[src/rtl/core/apq_pkg.sv]
package apq_pkg;

  // queue geometry
  localparam int DEPTH = 8;
  localparam int IDX_W = (DEPTH > 1) ? $clog2(DEPTH) : 1;
  localparam int CNT_W = $clog2(DEPTH + 1);

  // item codes
  localparam logic MODE_ENQ = 1'b0;
  localparam logic MODE_DEQ = 1'b1;

  // result status codes
  typedef enum logic [1:0] {
    STS_ENQ   = 2'd0,
    STS_DEQ   = 2'd1,
    STS_FULL  = 2'd2,
    STS_EMPTY = 2'd3
  } status_t;

  // one stored entry
  typedef struct packed {
    logic [31:0] value;
    logic [15:0] prio;
  } entry_t;

  // one input item
  typedef struct packed {
    logic        mode;
    logic [31:0] value;
    logic [15:0] prio;
  } item_t;

  // store access for one cycle
  typedef struct packed {
    logic             wr_en;
    logic [IDX_W-1:0] wr_addr;
    entry_t           wr_data;
    logic             rd_en;
    logic [IDX_W-1:0] rd_addr;
  } mem_req_t;

  // result handed to the output register
  typedef struct packed {
    logic        valid;
    status_t     status;
    logic [31:0] value;
    logic [15:0] prio;
  } result_t;

endpackage

[src/rtl/core/apq_store.sv]
module apq_store (
  input  logic              clk,
  input  apq_pkg::mem_req_t req,
  output apq_pkg::entry_t   rd_data
);
  import apq_pkg::*;

  entry_t mem [DEPTH];

  // one write port
  always_ff @(posedge clk) begin
    if (req.wr_en) begin
      mem[req.wr_addr] <= req.wr_data;
    end
  end

  // one registered read port
  always_ff @(posedge clk) begin
    if (req.rd_en) begin
      rd_data <= mem[req.rd_addr];
    end
  end

endmodule

[src/rtl/core/apq_ctrl.sv]
module apq_ctrl (
  input  logic              clk,
  input  logic              rst,
  input  logic              accept,
  input  apq_pkg::item_t    item,
  input  apq_pkg::entry_t   rd_data,
  output apq_pkg::mem_req_t req,
  output apq_pkg::result_t  res,
  output logic              busy
);
  import apq_pkg::*;

  typedef enum logic [2:0] {
    S_IDLE  = 3'b001,
    S_SCAN  = 3'b010,
    S_SHIFT = 3'b100
  } state_t;

  state_t           state, state_next;
  logic [CNT_W-1:0] cnt, cnt_next;
  logic [IDX_W-1:0] didx, didx_next;
  logic [IDX_W-1:0] widx, widx_next;
  logic [IDX_W-1:0] best_idx, best_idx_next;
  entry_t           best, best_next;

  // shared compare unit: first candidate, or a new one that beats the running best
  logic             take;
  logic [IDX_W-1:0] bidx_n;
  entry_t           best_n;

  always_comb begin
    take   = (didx == '0) || ($signed(rd_data.prio) > $signed(best.prio));
    bidx_n = take ? didx : best_idx;
    best_n = take ? rd_data : best;
  end

  // sequencer
  always_comb begin
    state_next    = state;
    cnt_next      = cnt;
    didx_next     = didx;
    widx_next     = widx;
    best_idx_next = best_idx;
    best_next     = best;
    req           = '0;
    res           = '0;
    unique case (state)
      S_IDLE: begin
        if (accept) begin
          if (item.mode == MODE_ENQ) begin
            res.valid = 1'b1;
            if (cnt == CNT_W'(DEPTH)) begin
              res.status = STS_FULL;
            end else begin
              req.wr_en         = 1'b1;
              req.wr_addr       = cnt[IDX_W-1:0];
              req.wr_data.value = item.value;
              req.wr_data.prio  = item.prio;
              cnt_next          = cnt + CNT_W'(1);
              res.status        = STS_ENQ;
            end
          end else if (cnt == '0) begin
            res.valid  = 1'b1;
            res.status = STS_EMPTY;
          end else begin
            req.rd_en   = 1'b1;
            req.rd_addr = '0;
            didx_next   = '0;
            state_next  = S_SCAN;
          end
        end
      end
      S_SCAN: begin
        best_next     = best_n;
        best_idx_next = bidx_n;
        if ((CNT_W'(didx) + CNT_W'(1)) < cnt) begin
          req.rd_en   = 1'b1;
          req.rd_addr = didx + IDX_W'(1);
          didx_next   = didx + IDX_W'(1);
        end else if ((CNT_W'(bidx_n) + CNT_W'(1)) < cnt) begin
          // close the gap behind the winner
          req.rd_en   = 1'b1;
          req.rd_addr = bidx_n + IDX_W'(1);
          widx_next   = bidx_n;
          state_next  = S_SHIFT;
        end else begin
          res.valid  = 1'b1;
          res.status = STS_DEQ;
          res.value  = best_n.value;
          res.prio   = best_n.prio;
          cnt_next   = cnt - CNT_W'(1);
          state_next = S_IDLE;
        end
      end
      S_SHIFT: begin
        req.wr_en   = 1'b1;
        req.wr_addr = widx;
        req.wr_data = rd_data;
        if ((CNT_W'(widx) + CNT_W'(2)) < cnt) begin
          req.rd_en   = 1'b1;
          req.rd_addr = widx + IDX_W'(2);
          widx_next   = widx + IDX_W'(1);
        end else begin
          res.valid  = 1'b1;
          res.status = STS_DEQ;
          res.value  = best.value;
          res.prio   = best.prio;
          cnt_next   = cnt - CNT_W'(1);
          state_next = S_IDLE;
        end
      end
      default: begin
        state_next = S_IDLE;
      end
    endcase
  end

  // control registers
  always_ff @(posedge clk) begin
    if (rst) begin
      state <= S_IDLE;
      cnt   <= '0;
    end else begin
      state <= state_next;
      cnt   <= cnt_next;
    end
  end

  // working registers
  always_ff @(posedge clk) begin
    didx     <= didx_next;
    widx     <= widx_next;
    best_idx <= best_idx_next;
    best     <= best_next;
  end

  assign busy = (state != S_IDLE);

`ifndef SYNTHESIS
  a_cnt_bound: assert property (@(posedge clk) disable iff (rst)
    cnt <= CNT_W'(DEPTH))
    else $error("entry count beyond depth");

  a_done_idle: assert property (@(posedge clk) disable iff (rst)
    res.valid |=> (state == S_IDLE))
    else $error("sequencer not idle after result");

  a_shift_range: assert property (@(posedge clk) disable iff (rst)
    (state == S_SHIFT) |-> ((CNT_W'(widx) + CNT_W'(1)) < cnt))
    else $error("shift writes outside held entries");

  a_deq_count: assert property (@(posedge clk) disable iff (rst)
    (res.valid && res.status == STS_DEQ) |=> (cnt == $past(cnt) - CNT_W'(1)))
    else $error("dequeue did not drop the count");

  a_no_accept_busy: assert property (@(posedge clk) disable iff (rst)
    busy |-> !accept)
    else $error("item taken while sequencer busy");
`endif

endmodule

[src/rtl/core/array_priority_queue.sv]
// Bounded priority queue of apq_pkg::DEPTH entries, held unsorted in arrival order.
// Input channel (in_valid / in_stall) carries mode, value and priority_req;
// a transfer happens on a rising edge with in_valid high and in_stall low.
// Mode 0 appends the entry or answers full; mode 1 returns the entry with the
// largest signed priority (earliest on ties) and closes the gap, or answers
// empty. Every item gives exactly one result on the output channel
// (out_valid / out_stall): status, out_value, out_priority.
// Enqueue and reject results are shown the cycle after the transfer.
// A dequeue scans all held entries through the single store read port and
// compare unit, then shifts each entry behind the winner down one place; the
// result is shown the cycle after the last step. in_stall is high while the
// sequencer works. The output register holds one result; while out_stall
// holds it, in_stall stays high, so nothing is lost. Synchronous reset empties
// the queue and the output register; no clearing pass is run over the store.
module array_priority_queue (
  input  logic               clk,
  input  logic               rst,
  input  logic               in_valid,
  output logic               in_stall,
  input  logic               mode,
  input  logic signed [31:0] value,
  input  logic signed [15:0] priority_req,
  output logic               out_valid,
  input  logic               out_stall,
  output logic [1:0]         status,
  output logic signed [31:0] out_value,
  output logic signed [15:0] out_priority
);
  import apq_pkg::*;

  item_t    item;
  mem_req_t req;
  entry_t   rd_data;
  result_t  res;
  logic     busy;
  logic     accept;

  // input transfer
  assign in_stall   = busy || (out_valid && out_stall);
  assign accept     = in_valid && !in_stall;
  assign item.mode  = mode;
  assign item.value = value;
  assign item.prio  = priority_req;

  apq_ctrl u_ctrl (
    .clk     (clk),
    .rst     (rst),
    .accept  (accept),
    .item    (item),
    .rd_data (rd_data),
    .req     (req),
    .res     (res),
    .busy    (busy)
  );

  apq_store u_store (
    .clk     (clk),
    .req     (req),
    .rd_data (rd_data)
  );

  // output register
  always_ff @(posedge clk) begin
    if (rst) begin
      out_valid <= 1'b0;
    end else if (res.valid) begin
      out_valid <= 1'b1;
    end else if (out_valid && !out_stall) begin
      out_valid <= 1'b0;
    end
  end

  always_ff @(posedge clk) begin
    if (res.valid) begin
      status       <= res.status;
      out_value    <= res.value;
      out_priority <= res.prio;
    end
  end

endmodule
[config.mk]
export PLATFORM = sky130hd
export DESIGN_NAME = array_priority_queue
export DESIGN_NICKNAME = d
export VERILOG_FILES = /design/src/rtl/core/apq_pkg.sv /design/src/rtl/core/apq_store.sv /design/src/rtl/core/apq_ctrl.sv /design/src/rtl/core/array_priority_queue.sv
export SDC_FILE = /design/constraint.sdc
export NUM_CORES = 1
export LEC_CHECK = 0
export BUFFER_PORTS_ARGS = -buffer_cell sky130_fd_sc_hd__buf_2
export CORE_AREA = 2 2 312 221
export CTS_CLUSTER_DIAMETER = 40
export CTS_CLUSTER_SIZE = 25
export DETAILED_ROUTE_END_ITERATION = 16
export DIE_AREA = 0 0 314 223
export PLACE_DENSITY_LB_ADDON = 0.15
export SYNTH_ARGS = -nofsm -noshare
export SYNTH_HDL_FRONTEND = slang
export SYNTH_SLANG_ARGS = --single-unit
[constraint.sdc]
create_clock -name clk -period 8.75 [get_ports clk]
set_input_delay 0.4375 -clock clk [delete_from_list [all_inputs] [get_ports clk]]
set_output_delay 0.4375 -clock clk [all_outputs]
set_load 0.02 [all_outputs]
==> run summary, run 1 <==
Seq pwr share = 45.2%
Fraction of layout cells with a size suffix above 1 = 21.54%
Asr flop ratio synth = 0%
Grt ovf = 0
Post-CTS Setup Bufs = 0
FMAX = 160.4 MHz
Pleak = 10.58 nW
EDFF count, synth = 539
Post-Syn Instances = 1457
Synth warn = 0
Via density = 5.443
Final hold violations = 0
Hold crit path type = input port to flip-flop
TritonCTS Buffers = 80
DR pass1 iterations = 5
All-Layer GR Usage = 18.44%
Die ar. = 70020 µm²
Avg Synthesized Cell Area = 15.98 µm²
CTS tree = built
Max VDD drop = 0.0001162 V
Count leader, synth = edfxtp_1
Initial antenna violation count = 6
Critical path fanouts, max = 36
# clock sinks = 547
Max-cap violations = 0
Syn Nets = 1542
Net Sw Frac = 21.82%
Top FF cell, synth = edfxtp_1
Clock Root Buffer = clkbuf_16
IO Port Bufs = 104
Hold_buf cts = 0
Nets = 1652
Dpl cell area = 24800 µm²
CTS resizes = 0
Ports = 105
Final instance area = 27650 µm²
Worst-Margin Slew = 1232 ps
Final slew viol count = 0
Area grow syn2layout = 18.74%
Clock Latency Late Sink = 620 ps
Run status = completed
Post-Route Setup TNS = 0 ps
Drt drc = 0
Critical Path Source Type = flip-flop
Dpl hpwl = 34940 µm
Synth Cell Area = 23290 µm²
Die Wd = 314 µm
Cell Rows = 80
Clk network pwr share = 51.3%
RSZ-0062 raised after global routing = no
Max clock buf depth = 3
Relative slew slack = 17.85%
Worst-path clk slew = 60 ps
Core ar. = 67360 µm²
Crit Path Class = flip-flop to flip-flop
Pint = 5.125 mW
WL per Instance = 25.77 µm
Fill cells = 6014
Final min period = 6234 ps
Vias = 13810
DR iter-0 viols = 1260
Number of synthesized register bits = 547
H-tree level count = 3
Crit path DAT = 6610 ps
Combinational share of power = 3.5%
Final setup viols = 0
P per Cell Area = 237.0 nW/µm²
Final worst path period share = 71.25%
Synth cell count leaders = 539 x edfxtp_1, 193 x mux2i_1, 103 x o21ai_0
Initial Util = 34.57%
Sequential fraction of the synthesis area = 70.19%
Vias in the first global route = 13320
Skew final = 20.61 ps
Die Y = 223 µm
Global-route wire length before repair = 94330 µm
Crit. End Element = flip-flop
Largest net degree at the start of global routing = 97
Synth area leaders = edfxtp_1 69%, mux2i_1 8.3%, a22o_1 3.6%
GPL Wtd Cong = 0.7808
Crit path required time = 9130 ps
Net switching power = 1.430 mW
Post-synth top area share = 69.50%
Final wirelength = 65390 µm
Synth cell types = 57
Synth area leader = edfxtp_1
Final ANT Viol Nets = 0
==> worst max-delay path, cell delays in order, from the launching register on <==
cell and delay, ps:
edfxtp_1 550, ha_1 380, and3_1 190, and4_1 220, a21boi_2 180, o31a_2 370
o211ai_2 240, nand3_1 180, nor2b_1 170, ha_1 270, o21a_1 100, o21ai_0 180
nor2b_1 220, nand3_1 90, nor2_1 90, a211oi_4 600, buf_4 560, buf_4 620
mux2i_1 300, o21ai_0 110, a32o_1 290
==> power by group through the flow <==
stage          registers (mW)  clock network (mW)  logic [mW]
2_1_floorplan            3.03                   0       0.116
3_3_place_gp             3.02                   0       0.231
3_5_place_dp             3.02                   0       0.233
4_1_cts                  2.96                3.43       0.234
5_1_grt                  2.97                3.54       0.251
6_report                 2.96                3.36       0.231
==> final timing paths <==
check	start	to	slack [ps]	depth (start not counted)
worst max-delay path	u_store.rd_data[9]$_DFFE_PP_	u_store.rd_data[9]$_DFFE_PP_	2520	20
worst min-delay path	rst	u_ctrl.cnt[0]$_SDFFE_PP0P_	110	2
worst max register to register	u_store.rd_data[9]$_DFFE_PP_	u_store.rd_data[9]$_DFFE_PP_	2520	20
worst min register to register	out_valid$_SDFFE_PP0P_	out_valid$_SDFFE_PP0P_	550	2
==> metrics by stage <==
step	power, mW	setup WS, ps	instances	util [%]	hold slack [ps]
floorplan	3.145	3620	1457	-	517.7
global placement	3.246	2717	2387	36.82	521.4
detailed placement	3.250	2588	2387	36.82	542.8
CTS	6.623	2577	2536	41.05	78.80
global route	6.756	2199	2536	41.05	106.7
finish	6.555	2516	2537	41.05	114.2
==> area by class of cell <==
cell class                      instances  area, µm²  area share [%]
Sequential cell                       547      16350           59.11
Multi-Input combinational cell        774       6461           23.37
Clock buffer                           92       2175           7.864
Tap cell                              902       1129           4.081
Timing Repair Buffer                  133      750.7           2.715
Clock inverter                         57      673.1           2.434
Inverter                               31      116.4          0.4208
Antenna cell                            1      2.502        0.009049
==> logic make-up (layout without fill, tap and decap cells) <==
kind of cell / count (synthesis) / in the layout / share of synthesized area [%]
buffers and inverters: 136 / 313 / 2.633
AOI/OAI and AO/OA: 352 / 352 / 11.43
xor gates and xnor gates: 8 / 8 / 0.3009
muxes: 240 / 240 / 10.57
other: 0 / 1 / 0
and+or+nand+nor: 142 / 142 / 3.127
adders and majority gates: 32 / 32 / 1.751
DFF: 547 / 547 / 70.19
==> flip-flops by register name, summed over array words and instances (netlist names) <==
register	cells
u_ctrl.didx	3
out_value	32
out_valid	1
out_priority	16
u_ctrl.widx	3
u_ctrl.best_idx	3
u_store.rd_data	48
u_ctrl.cnt	4
u_ctrl.state	3
status	2
u_store.mem	384
u_ctrl.best	48
==> routing by layer <==
metal  track usage, %  wire, µm  vias up
met3            3.988      4194      100
met4            4.507      1142        4
met5                0        30        -
met1            28.49     32310     7070
li1                 -         -     6147
met2            26.08     27710      488
==> layout by cell type (no fill, tap or decap), drive strengths merged, types with 3 or more instances in the layout <==
| master | count |
|---|---|
| o211ai | 6 |
| a22o | 96 |
| buf | 133 |
| a21o | 4 |
| nand2 | 15 |
| edfxtp | 539 |
| clkinvlp | 6 |
| o21ai | 114 |
| and2 | 6 |
| xnor2 | 5 |
| clkbuf | 92 |
| a32oi | 48 |
| nand4 | 3 |
| inv | 42 |
| or3 | 3 |
| ha | 31 |
| xor2 | 3 |
| and4 | 3 |
| mux2i | 193 |
| nand2b | 4 |
| a32o | 48 |
| dfxtp | 8 |
| a21oi | 18 |
| bufinv | 10 |
| nand3 | 55 |
| nor2b | 5 |
| mux2 | 47 |
| a211oi | 4 |
| clkinv | 30 |
| nor2 | 35 |
| nor3 | 7 |
Note: power is estimated with default switching activity, not from simulation.
==> run 2: changes to the inputs <==
==> constraint.sdc (replaced) <==
create_clock -name clk -period 5.75 [get_ports clk]
set_input_delay 0.2875 -clock clk [delete_from_list [all_inputs] [get_ports clk]]
set_output_delay 0.2875 -clock clk [all_outputs]
set_load 0.02 [all_outputs]
==> run 2 against run 1 <==
Register-to-register slack worse by 2200 ps. Die area stayed put. Routed wire length is 2.6% higher. Highest routed layer is now met4.
==> run summary, run 2 (synthesis gave the netlist of run 1 again) <==
Crit. End Element = flip-flop
Cell Rows = 80
Post-Route Setup TNS = 0 ps
Pint = 7.296 mW
Wire length on met3 = 5820 µm
Final wirelength = 67100 µm
Largest net degree at the start of global routing = 97
All-Layer GR Usage = 19.24%
CTS resizes = 0
Max layer used = met4
Die ar. = 70020 µm²
Clock Latency Late Sink = 610 ps
Worst-path clk slew = 60 ps
TritonCTS Buffers = 71
WL per Instance = 26.50 µm
Max VDD drop = 0.0002158 V
Net switching power = 2.071 mW
Drt drc = 0
Routed length on met1 = 32980 µm
Skew final = 24.53 ps
Clk network pwr share = 48.1%
P per Cell Area = 340.9 nW/µm²
FMAX = 183.7 MHz
Global-route wire length before repair = 98150 µm
Vias = 14020
Max reg flops = 384
IO Port Bufs = 104
Fraction of layout cells with a size suffix above 1 = 21.55%
Total power = 9.366 mW
Met2 routed WL = 27040 µm
Combinational share of power = 3.8%
Crit Path Class = flip-flop to flip-flop
Initial Util = 34.57%
Most common cell after layout, fill and taps aside = edfxtp_1
Final slew viol count = 0
Area grow syn2layout = 17.97%
Seq pwr share = 48.1%
Crit path required time = 6090 ps
Via density = 5.535
Worst-Margin Slew = 1179 ps
Run status = completed
Commonest non-fill, non-tap cells in the layout = 539 x edfxtp_1, 193 x mux2i_1, 104 x buf_2, 103 x o21ai_0, 95 x a22o_1
Grt ovf = 0
Pleak = 10.50 nW
Final worst path period share = 94.65%
Die Wd = 314 µm
Core ar. = 67360 µm²
Dpl hpwl = 36820 µm
Clock Root Buffer = clkbuf_16
Final hold violations = 0
H-tree level count = 3
Regs by FF count = u_store.mem: 384 flops, u_ctrl.best: 48 flops, u_store.rd_data: 48 flops
Critical Path Source Type = flip-flop
Vias in the first global route = 13690
# clock sinks = 547
Initial antenna violation count = 3
Ports = 105
Net Sw Frac = 22.11%
Max-cap violations = 0
Final setup viols = 0
GPL Wtd Cong = 0.8084
Max clock buf depth = 3
Final min period = 5442 ps
Crit path DAT = 5780 ps
Critical path fanouts, max = 22
CTS tree = built
Hold crit path type = input port to flip-flop
Nets = 1658
RSZ-0062 raised after global routing = no
DR iter-0 viols = 1316
Relative slew slack = 20.59%
Die Y = 223 µm
DR pass1 iterations = 6
Final ANT Viol Nets = 0
Top reg by flops = u_store.mem
[run 2: cell count changes in the layout (fill, tap and decap cells not counted), sizes merged]
cell / before / now
clkinvlp: 6 / 9
dlygate4sd3: 0 / 2
bufinv: 10 / 7
clkinv: 30 / 26
clkbuf: 92 / 75
buf: 133 / 146
inv: 42 / 43
[run 2: critical path: stages, from the launching register on]
cell,delay [ps]
edfxtp_1,580
ha_1,380
and4_1,210
and4_1,230
a21boi_2,180
o31a_2,360
o211ai_2,270
nand3_1,190
nor2b_1,180
ha_1,270
o21a_1,100
o21ai_0,90
nor2b_1,160
nand3_1,110
nor2_1,90
a211oi_4,430
buf_12,250
buf_4,400
mux2i_1,230
nand3_1,100
a32o_1,350
[run 2: final cells by class]
cell class / count / area (µm²)
fill: 6101 / 39890
sequential: 547 / 16350
multi-input combinational: 774 / 6461
clock buffer: 75 / 1866
tap: 902 / 1129
timing repair buffer: 148 / 1006
clock inverter: 54 / 546.8
inverter: 31 / 116.4
antenna: 1 / 2.502
[run 2: path summary, 6_finish.rpt]
check | depth (start not counted) | end | start | slack [ps]
setup / recovery | 20 | u_store.rd_data[9]$_DFFE_PP_ | u_store.rd_data[4]$_DFFE_PP_ | 310
hold / removal | 3 | status[1]$_DFFE_PP_ | mode | 120
setup reg to reg | 20 | u_store.rd_data[9]$_DFFE_PP_ | u_store.rd_data[4]$_DFFE_PP_ | 310
hold reg to reg | 2 | out_valid$_SDFFE_PP0P_ | out_valid$_SDFFE_PP0P_ | 550
[run 2: through the flow]
stage               worst slack (ps)  cells  area (µm²)  hold WS, ps  util, %
CTS                            407.9   2531       27470        82.53    40.78
global route                   49.20   2531       27470        108.5    40.78
global placement               496.6   2400       25040        526.9    37.17
floorplan                      620.4   1457       23290        498.2        -
detailed placement             429.5   2400       25040        529.8    37.17
finish                         307.7   2532       27470        120.2    40.78
[run 2: routing by layer]
layer	vias up	global-route usage, %
met2	562	26.16
met1	7197	29.61
li1	6160	-
met3	96	5.587
met4	0	4.877
met5	-	0
[run 2: timing repair]
action | 4_1_cts | 5_1_grt
hold endpoints to repair | 7 | 0
hold buffers | 2 | 0
buffers inserted | 0 | 0
[run 2: power by group through the flow]
stage	clock network (mW)	logic, mW	registers, mW
after floorplan	0	0.176	4.61
after global placement	0	0.358	4.59
after detailed placement	0	0.361	4.59
after CTS	4.59	0.364	4.50
after global routing	4.75	0.393	4.51
final	4.50	0.359	4.50
